File: src/mtg_pkg.sv
// ----------------------------------------------------------------------------
// mtg_pkg: shared constants for the Mersenne Twister generator
// Widths, the table depth, the recurrence constants and the tap position
// used by the interfaces, the cell row and the twist unit.
// ----------------------------------------------------------------------------
package mtg_pkg;

    // Word and field widths.
    localparam int WORD_W     = 32;
    localparam int FRAC_W     = 24;

    // Table depth and the distance of the far tap.
    localparam int TABLE_WORDS = 624;
    localparam int SHIFT_DIST  = 397;

    // Twist constants.
    localparam logic [WORD_W-1:0] TWIST_XOR = 32'h9908_b0df;
    localparam logic [WORD_W-1:0] HIGH_BIT  = 32'h8000_0000;
    localparam logic [WORD_W-1:0] LOW_BITS  = 32'h7fff_ffff;

    // Seeding constants.
    localparam logic [WORD_W-1:0] SEED_MULT    = 32'd1812433253;
    localparam logic [WORD_W-1:0] DEFAULT_SEED = 32'd5489;

    // Tempering masks.
    localparam logic [WORD_W-1:0] TEMPER_B = 32'h9d2c_5680;
    localparam logic [WORD_W-1:0] TEMPER_C = 32'hefc6_0000;

    // Request function codes.
    localparam logic FUNC_DRAW = 1'b0;
    localparam logic FUNC_SEED = 1'b1;

endpackage

File: src/mtg_cell.sv
// ----------------------------------------------------------------------------
// mtg_cell: one word of the state row
// Holds one 32-bit state word and takes its neighbor's word on each shift.
// ----------------------------------------------------------------------------
module mtg_cell (
    input  logic                       i_clk,
    input  logic                       i_shift,
    input  logic [mtg_pkg::WORD_W-1:0] i_d,
    output logic [mtg_pkg::WORD_W-1:0] o_q
);

    logic [mtg_pkg::WORD_W-1:0] r_word;

    // Load the neighbor's word when the row moves.
    always_ff @(posedge i_clk) begin
        if (i_shift) begin
            r_word <= i_d;
        end
    end

    assign o_q = r_word;

endmodule

File: config.mk
export PLATFORM = sky130hd
export DESIGN_NAME = mtg_cell
export DESIGN_NICKNAME = d
export VERILOG_FILES = /design/src/mtg_pkg.sv /design/src/mtg_cell.sv
export SDC_FILE = /design/constraint.sdc
export NUM_CORES = 1
export LEC_CHECK = 0
export ABC_AREA = 1
export BUFFER_PORTS_ARGS = -buffer_cell sky130_fd_sc_hd__buf_2
export CORE_ASPECT_RATIO = 0.5
export CORE_MARGIN = 10
export CORE_UTILIZATION = 35
export CTS_CLUSTER_SIZE = 24
export DETAILED_ROUTE_END_ITERATION = 12
export PLACE_DENSITY_LB_ADDON = 0.08
export SYNTH_ARGS = -nofsm -noshare
export SYNTH_HDL_FRONTEND = slang
export SYNTH_SLANG_ARGS = --single-unit
File: constraint.sdc
create_clock -name i_clk -period 0.8 [get_ports i_clk]
set_input_delay 0.12 -clock i_clk [delete_from_list [all_inputs] [get_ports i_clk]]
set_output_delay 0.12 -clock i_clk [all_outputs]
set_load 0.02 [all_outputs]
* Word level (Yosys, flattened, before mapping) *
Cells that the tools add are included.
W data, S select, Z words.

storage, ports and cells
  logic and storage cells = 1
  register bits = 32
  output and inout port bits = 32

* Longest topological paths before layout *
  depth after elaboration = 0
  gate-level depth with buffers = 0
  depth with buffers taken out = 0

* Worst setup path after synthesis *
No wires, ideal clock.

  kind = reg-to-output
  start point = register r_word, in the netlist o_q[0]
  end point = output port o_q[0] in the netlist's numbering
  slack = 0.231 ns
  path buffers = 0
  data arrival time = 0.449 ns
  cell stages (with the launch flop) = 1
  required time = 0.680 ns
  path through = edfxtp_1

RTL lines
  item                      line            source
  start: declaration        mtg_cell.sv:12  logic [mtg_pkg::WORD_W-1:0] r_word;
  start signal: assignment  mtg_cell.sv:17  r_word <= i_d;
  end: declaration          mtg_cell.sv:9   output logic [mtg_pkg::WORD_W-1:0] o_q

No word-level cell between the ends.

* Worst setup path in the final report *
  start point = register r_word, in the netlist o_q[13]
  end point = output port o_q[13] in the netlist's numbering

No word-level cell between the ends.

==> results.txt <==
Max-slew headroom: 92.3%
register area share after synthesis: 100%
layout cell share with drive strength beyond 1: 67.3%
detailed-placement wirelength estimate: 1820 um
Routed WL per cell: 16.3 um
Reg area: 961 um^2
CTS max path bufs: 2
Top Ports: 66
core box area: 0.00260 mm^2
clock sink count: 32
Final setup viols: 32
net switching fraction of the power: 21.5%
sequential power share: 50.1%
First-pass DRT Iterations: 2
Mapped Avg Cell Area: 30.0 um^2
CP top delay family: flip-flops
H-Tree Depth: 2
multi-input logic area: 0 um^2
post-synthesis compound-gate area fraction: 0%
Post-Syn Nets: 66
initial drt markers: 15
Hold Path Depth: 1
Vias/cell: 4.16
via count: 612
post-synth top area cell: edfxtp_1
Total Routing Usage GR: 8.96%
CTS Root Cell: clkbuf_8
top cell type's share of synthesized area: 100%
clock slew at the register clock pins of the worst setup and hold paths: 0.06 ns
Comb pwr share: 13.9%
post-synthesis xor/xnor area fraction: 0%
adder-cell share of the synthesized area: 0%
CP required: 0.68 ns
Slew @ Worst Pin: 0.116 ns
ANT cells: 0
fraction of synthesized area in multiplexers: 0%
max reg flops: 32
met1 Resource Use GR: 8.00%
Clk pwr share: 36.0%
Total Wirelength: 2390 um
Stages on worst setup path: 1
Final Hold Viols: 0
Die Y: 57.1 um
Gate Count Post-Synth: 32
Final Max Tran Viols: 0
Max Cap Viol: 0
largest fanout on the critical path: 1
Hold Path Origin: i_d[14]
Overflow after GRT: 0
CTS tree: done
RSZ-0062 raised after global routing: yes
Sw Pwr: 878 uW
crit start category: flop
Worst Path Arrival: 0.82 ns
grt met3 use: 6.65%
Initial Util: 36.9%
violated checks: setup timing
global routing's busiest layer: met2
status: complete, but fails checks
comb_multi_in: 0
CP endpoint kind: output port
CP max-delay cell: edfxtp_1
CP max stage delay: 0.40 ns
Synth Warn #: 0
IO Port Bufs: 65
fin crit share: 117%
largest net degree at the start of global routing: 18
# DRC: 0
LEAKAGE: 0.715 nW
fmax: 1060 MHz
final hold slack: 0.0172 ns
crit path kind: flop to output port
Power Dens Cells: 2430 mW/mm^2
total CTS buffers: 5
die width: 94.1 um
area delta synth->final: 75.4%
fillcell total: 188
Pint: 3.21 mW
Util after Layout: 64.8%
Hold Path End: o_q[14]
antenna violations before repair: 0
Peak VDD IR: 0.00156 V
gpl congestion: 0.695
crit-path cells: buf_6
M2 GR Usage: 15.5%
Simple-Gate Fraction of Synth Area: 0%
#FFs+latches synth: 32
final worst setup slack: -0.139 ns
Mapped Area: 961 um^2
WP buf/inv: 1
post-route antenna net violation count: 0
nets@finish: 143
synth unique cells: 1
min cycle time layout: 0.939 ns
vias in the first global route: 728
DIE AREA: 0.00537 mm^2
top post-synthesis cells by area: edfxtp_1 (100%)
first-pass GRT wire length: 3550 um
worst hold path type: input port to flop
row cnt: 13
metrics by stage:
| step | TNS, ns | setup slack [ns] | cell area (um^2) | cells | power [mW] |
|---|---|---|---|---|---|
| after detailed placement | 0 | 0.0673 | 1370 | 136 | 2.49 |
| after floorplan | 0 | 0.231 | 961 | 32 | 2.24 |
| after global placement | 0 | 0.0880 | 1370 | 136 | 2.48 |
| final | -3.77 | -0.139 | 1690 | 147 | 4.09 |
| after global routing | -5.10 | -0.182 | 1690 | 147 | 4.28 |
| after CTS | -4.08 | -0.149 | 1540 | 144 | 4.03 |
Yosys cell counts:
master	n
edfxtp_1	32
cell type report:
cell class	instances	share of cell area (%)
flip-flops and latches	32	57.0
repair buffers	70	33.9
clock buffers	6	4.31
well taps	37	2.75
clock inverters	2	2.08
worst max-delay path by stage:
stage	from	endpoint	slack, ns
floorplan	o_q[0]	o_q[0]	0.23
global placement	i_shift	o_q[12]	0.09
detailed placement	i_shift	o_q[3]	0.07
CTS	o_q[11]	o_q[11]	-0.15
global route	o_q[1]	o_q[1]	-0.18
finish	o_q[13]	o_q[13]	-0.14
placed cells by master, fill, tap and decap left out:
master         count
buf_2             37
edfxtp_1          32
buf_6             28
clkbuf_1           1
clkinv_2           1
clkbuf_8           5
buf_12             2
dlygate4sd3_1      3
bufinv_16          1
kinds of logic (layout without fill, tap and decap cells):
group / count (synthesis) / count (layout)
flops: 32 / 32
buf+inv: 0 / 78
layer usage:
layer,up-vias,wire length [um]
met1,290,868
met2,36,1250
met4,0,23
li1,282,-
met3,4,245
met5,-,0
repair_timing:
action,4_1_cts,5_1_grt
pin swaps,0,0
endpoints found under the hold margin,0,3
buffers inserted,0,0
endpoints found under the setup margin,32,32
gates resized for setup,20,37
hold buffers,0,3
power by group through the flow:
stage	sequential (mW)	clock [mW]	combinational, mW
global route	2.06	1.62	0.599
finish	2.05	1.47	0.568
detailed placement	2.05	0	0.441
floorplan	2.24	0	0
global placement	2.05	0	0.430
CTS	2.03	1.52	0.486
Note: power is estimated with default switching activity, not from simulation.
