[config.mk]
export PLATFORM = sky130hd
export DESIGN_NAME = mtg_twist
export DESIGN_NICKNAME = d
export VERILOG_FILES = /design/src/mtg_pkg.sv /design/src/mtg_twist.sv
export SDC_FILE = /design/constraint.sdc
export NUM_CORES = 1
export LEC_CHECK = 0
export BUFFER_PORTS_ARGS = -buffer_cell sky130_fd_sc_hd__clkbuf_2
export CORE_MARGIN = 3
export CORE_UTILIZATION = 35
export DETAILED_ROUTE_END_ITERATION = 10
export MAX_ROUTING_LAYER = met4
export PLACE_DENSITY = 0.88
export SLEW_MARGIN = 20
export SYNTH_ARGS = -nofsm -noshare
export SYNTH_HDL_FRONTEND = slang
export SYNTH_SLANG_ARGS = --single-unit
export TNS_END_PERCENT = 5
[constraint.sdc]
create_clock -name vclk -period 3.6
set_input_delay 0.54 -clock vclk [all_inputs]
set_output_delay 0.54 -clock vclk [all_outputs]
set_load 0.01 [all_outputs]
[src/mtg_pkg.sv]
// ----------------------------------------------------------------------------
// mtg_pkg: shared constants for the Mersenne Twister generator
// Widths, the table depth, the recurrence constants and the tap position
// used by the interfaces, the cell row and the twist unit.
// ----------------------------------------------------------------------------
package mtg_pkg;

    // Word and field widths.
    localparam int WORD_W     = 32;
    localparam int FRAC_W     = 24;

    // Table depth and the distance of the far tap.
    localparam int TABLE_WORDS = 624;
    localparam int SHIFT_DIST  = 397;

    // Twist constants.
    localparam logic [WORD_W-1:0] TWIST_XOR = 32'h9908_b0df;
    localparam logic [WORD_W-1:0] HIGH_BIT  = 32'h8000_0000;
    localparam logic [WORD_W-1:0] LOW_BITS  = 32'h7fff_ffff;

    // Seeding constants.
    localparam logic [WORD_W-1:0] SEED_MULT    = 32'd1812433253;
    localparam logic [WORD_W-1:0] DEFAULT_SEED = 32'd5489;

    // Tempering masks.
    localparam logic [WORD_W-1:0] TEMPER_B = 32'h9d2c_5680;
    localparam logic [WORD_W-1:0] TEMPER_C = 32'hefc6_0000;

    // Request function codes.
    localparam logic FUNC_DRAW = 1'b0;
    localparam logic FUNC_SEED = 1'b1;

endpackage

[src/mtg_twist.sv]
// ----------------------------------------------------------------------------
// mtg_twist: twist and temper of one state word
// Forms the twisted replacement for the oldest word from its neighbor and
// the far tap, and tempers that replacement into the output word.
// ----------------------------------------------------------------------------
module mtg_twist (
    input  logic [mtg_pkg::WORD_W-1:0] i_cur,
    input  logic [mtg_pkg::WORD_W-1:0] i_nxt,
    input  logic [mtg_pkg::WORD_W-1:0] i_far,
    output logic [mtg_pkg::WORD_W-1:0] o_twisted,
    output logic [mtg_pkg::WORD_W-1:0] o_tempered
);

    logic [mtg_pkg::WORD_W-1:0] w_y;
    logic [mtg_pkg::WORD_W-1:0] w_t1;
    logic [mtg_pkg::WORD_W-1:0] w_t2;
    logic [mtg_pkg::WORD_W-1:0] w_t3;

    // Splice the high bit of the current word onto the low bits of the next.
    assign w_y = (i_cur & mtg_pkg::HIGH_BIT) | (i_nxt & mtg_pkg::LOW_BITS);

    // The twisted word replaces the current one.
    assign o_twisted = i_far ^ (w_y >> 1) ^ (w_y[0] ? mtg_pkg::TWIST_XOR : '0);

    // Tempering of the new word.
    assign w_t1       = o_twisted ^ (o_twisted >> 11);
    assign w_t2       = w_t1 ^ ((w_t1 << 7) & mtg_pkg::TEMPER_B);
    assign w_t3       = w_t2 ^ ((w_t2 << 15) & mtg_pkg::TEMPER_C);
    assign o_tempered = w_t3 ^ (w_t3 >> 18);

endmodule

# Yosys cells after proc, flatten, opt, wreduce, memory -nomap -nowiden
# Cells that the tools add are included.
[word_totals] regBits=0 latchBits=0 n_memories=0 mem_bits_rw=0 input_bits=96 elab_cells=8 rom_bits=0 output_inout_bits=64
[op_classes] eq_ne=0 multipliers=0 n_addsub=0 reduce_logical=0 n_div=0 order_cmp=0 bitwise_logic=7 mux=1 n_shift=0
[ops] cell="$xor A32 B32 Y32" n=3
[ops] cell="$mux W32" n=1
[ops] cell="$or A32 B31 Y32" n=1
[ops] cell="$xor A32 B14 Y32" n=1
[ops] cell="$xor A32 B21 Y32" n=1
[ops] cell="$xor A32 B31 Y32" n=1

# Depth between registers and ports, before layout
[logic_depth] depth_word=7 mapped_depth=5 ltp_nobuf=4

# Worst setup path before layout
# Ideal clock, no wire load.
[synth_path] kind="input to output" start="in i_nxt[17] (netlist name)" end="out o_tempered[9] (netlist name)" path_buffers=0 t_arrival_ns=2.001 setup_slack_ns=1.059 t_required_ns=3.060 cell_stages=4 path_cell_list="xor2_1 xnor2_1 xnor3_1 xnor2_1"
[synth_between] elab_chain_cells=7
[synth_rtl] element="start, declared" line_no="mtg_twist.sv:8" rtl="input logic [mtg_pkg::WORD_W-1:0] i_nxt,"
[synth_rtl] element="$or A32 B31 Y32" line_no="mtg_twist.sv:20" rtl="assign w_y = (i_cur & mtg_pkg::HIGH_BIT) | (i_nxt & mtg_pkg::LOW_BITS);"
[synth_rtl] element="$xor A32 B31 Y32" line_no="mtg_twist.sv:23" rtl="assign o_twisted = i_far ^ (w_y >> 1) ^ (w_y[0] ? mtg_pkg::TWIST_XOR : '0);"
[synth_rtl] element="$xor A32 B32 Y32" line_no="mtg_twist.sv:23"
[synth_rtl] element="$xor A32 B21 Y32" line_no="mtg_twist.sv:26" rtl="assign w_t1 = o_twisted ^ (o_twisted >> 11);"
[synth_rtl] element="$xor A32 B32 Y32" line_no="mtg_twist.sv:27" rtl="assign w_t2 = w_t1 ^ ((w_t1 << 7) & mtg_pkg::TEMPER_B);"
[synth_rtl] element="$xor A32 B32 Y32" line_no="mtg_twist.sv:28" rtl="assign w_t3 = w_t2 ^ ((w_t2 << 15) & mtg_pkg::TEMPER_C);"
[synth_rtl] element="$xor A32 B14 Y32" line_no="mtg_twist.sv:29" rtl="assign o_tempered = w_t3 ^ (w_t3 >> 18);"
[synth_rtl] element="end, declared" line_no="mtg_twist.sv:11" rtl="output logic [mtg_pkg::WORD_W-1:0] o_tempered"
# Every way passes these cells.

# Worst setup path in the final report
[layout_path] start="in i_nxt[0] (netlist name)" end="out o_tempered[4] (netlist name)"
[layout_between] elab_chain_cells=7
[layout_rtl] element="$or A32 B31 Y32" line_no="mtg_twist.sv:20"
[layout_rtl] element="$mux W32" line_no="mtg_twist.sv:23"
[layout_rtl] element="$xor A32 B32 Y32" line_no="mtg_twist.sv:23"
[layout_rtl] element="$xor A32 B21 Y32" line_no="mtg_twist.sv:26"
[layout_rtl] element="$xor A32 B32 Y32" line_no="mtg_twist.sv:27"
[layout_rtl] element="$xor A32 B32 Y32" line_no="mtg_twist.sv:28"
[layout_rtl] element="$xor A32 B14 Y32" line_no="mtg_twist.sv:29"
# Every way passes these cells.

==> key figures <==
Power
  – Maximum vdd drop: 0.3755 mV
  – Pwr/cell area: 473.8 mW/mm^2
  – Leak Pwr: 1.029 nW

Global routing
  – Routing usage on met1: 16.87%
  – Met2 Use GR: 28.68%
  – Vias in the first global route: 1178
  – Largest net degree at the start of global routing: 16
  – Busiest grt layer: met2
  – Met3 usage: 2.317%
  – GRT Overall Usage: 14.82%
  – First-pass GRT wire length: 4.892 mm
  – Grt ovf: 0
  – Initial antenna violation count: 0

Timing
  – Tcrit/Tclk final: 81.21%
  – Actual slew at the worst max-slew pin: 469.6 ps
  – Slew Viols, Final: 0
  – Final setup vio count: 0
  – Crit path time final: 2923 ps
  – Unrepaired setup endpoints after global routing: no
  – Rel. slew slack: 68.47%
  – TNS Setup: 0 ps
  – Achievable Freq: 342.1 MHz
  – Final Hold Fails: 0

Finish
  – # diodes: 0
  – Num sequential: 0
  – Layout cells sized above 1: 56.72%
  – Final Non-Filler Cells: 282
  – Storage element area: 0 um^2
  – Clock buf count: 0
  – P&R area growth vs syn: 59.02%
  – Nets: 336

Worst setup path
  – Startpoint Class: primary input
  – Critical path fanouts, max: 15
  – Critical path class: in -> out
  – WP data required: 3060 ps
  – Worst path arrival time: 2380 ps
  – Crit-path cells: clkbuf_2, xnor3_2, xor2_4, xnor3_1, xnor2_1, clkbuf_2
  – Worst Setup End Kind: output pin
  – Top cell by count, worst path: clkbuf_2
  – Max incr delay on CP: 570 ps
  – Slowest CP cell: xnor3_2
  – CP Launch Point: i_nxt[0]

Route
  – Via/cell ratio: 4.138
  – Via count: 1167
  – Wire per inst: 10.97 um
  – Routed WL: 3.093 mm
  – Initial DRC Count: 13
  – Antenna Violating Nets Remaining: 0
  – Remaining DRCs: 0
  – Drt pass-1 iters: 3

Logic synthesis
  – Synth Instances: 112
  – Leading area contributor after synthesis: xnor2_1
  – Synth Net Count: 208
  – Area contributors post-synth: xnor2_1 40%, xor2_1 26%, xnor3_1 14%
  – Top cell type's share of synthesized area: 40.33%
  – Syn avg cell area: 10.28 um^2
  – Post-Syn Area: 0.001151 mm^2
  – Most numerous cell in the Yosys netlist: xnor2_1
  – Top cells by count, synth: 53 x xnor2_1, 34 x xor2_1, 8 x inv_1, 7 x xnor3_1
  – Register area share after synthesis: 0%
  – Synth cell types: 12
  – Syn. warnings: 0

Place
  – Port Buf Inserts: 128
  – GPL Wtd Cong: 0.7616
  – DP HPWL: 2.948 mm
  – Placed Cells: 282

Die
  – Initial core utilization: 37.10%
  – Die area: 0.004013 mm^2
  – DIE WIDTH: 63.35 um
  – Core ar.: 0.003103 mm^2
  – Die Height: 63.35 um
  – Row count: 20
  – Ports: 160

Clock network
  – Hold Buf Count CTS: 0
  – Post-CTS sizing: 0
  – Postcts setup bufs: 0

Hold path
  – Worst Hold Depth: 3
  – Hold crit path type: in -> out
  – Worst hold start: i_far[5]

Outcome
  – Outcome: complete, no violations

Run
  – Max Cap Viol: 0
metrics by stage:
step / cell area [um^2] / util, % / hold WS (ps) / setup slack [ps] / power [mW]
4_1_cts: 1831 / 58.99 / 1378 / 641.8 / 0.8835
3_5_place_dp: 1831 / 58.99 / 1375 / 648.9 / 0.8800
5_1_grt: 1831 / 58.99 / 1404 / 559.3 / 0.9417
6_report: 1831 / 58.99 / 1372 / 676.5 / 0.8674
2_1_floorplan: 1151 / - / 1168 / 1059 / 0.5565
3_3_place_gp: 1831 / 58.99 / 1373 / 651.6 / 0.8685
routing by layer:
| metal | routed length, um | up-vias |
|---|---|---|
| met5 | 0 | - |
| met4 | 0 | 0 |
| met3 | 353 | 0 |
| met2 | 1626 | 78 |
| met1 | 1113 | 499 |
| li1 | - | 590 |
final timing paths:
kind,end
worst max-delay path,o_tempered[4]
worst min-delay path,o_twisted[5]
layout by cell type, fill, tap and decap left out, drive strengths merged:
cell type	synthesis	routed
xnor2	54	54
xor3	3	3
inv	8	8
clkbuf	0	128
xor2	37	37
xnor3	8	8
report_power, final:
part	switching, mW	internal (mW)
combinational	0.444	0.423
clock	0	0
sequential	0	0
total	0.444	0.423
worst max-delay path: cells and delay by family:
family                 cells  cell delay, ps
XOR/XNOR                   4            1310
buffers and inverters      2             540
cells by family (layout without fill, tap and decap cells):
| logic type | after synthesis | after routing | share of synthesized area (%) |
|---|---|---|---|
| buffers and inverters | 10 | 136 | 4.021 |
| XOR/XNOR | 102 | 102 | 95.98 |
area by class of cell:
type                            count  area, um^2
Tap cell                           44       55.05
Fill cell                         281        1272
Timing Repair Buffer              128       640.6
Inverter                            8       30.03
Multi-Input combinational cell    102        1105
Power figures use the tool's default switching activity.
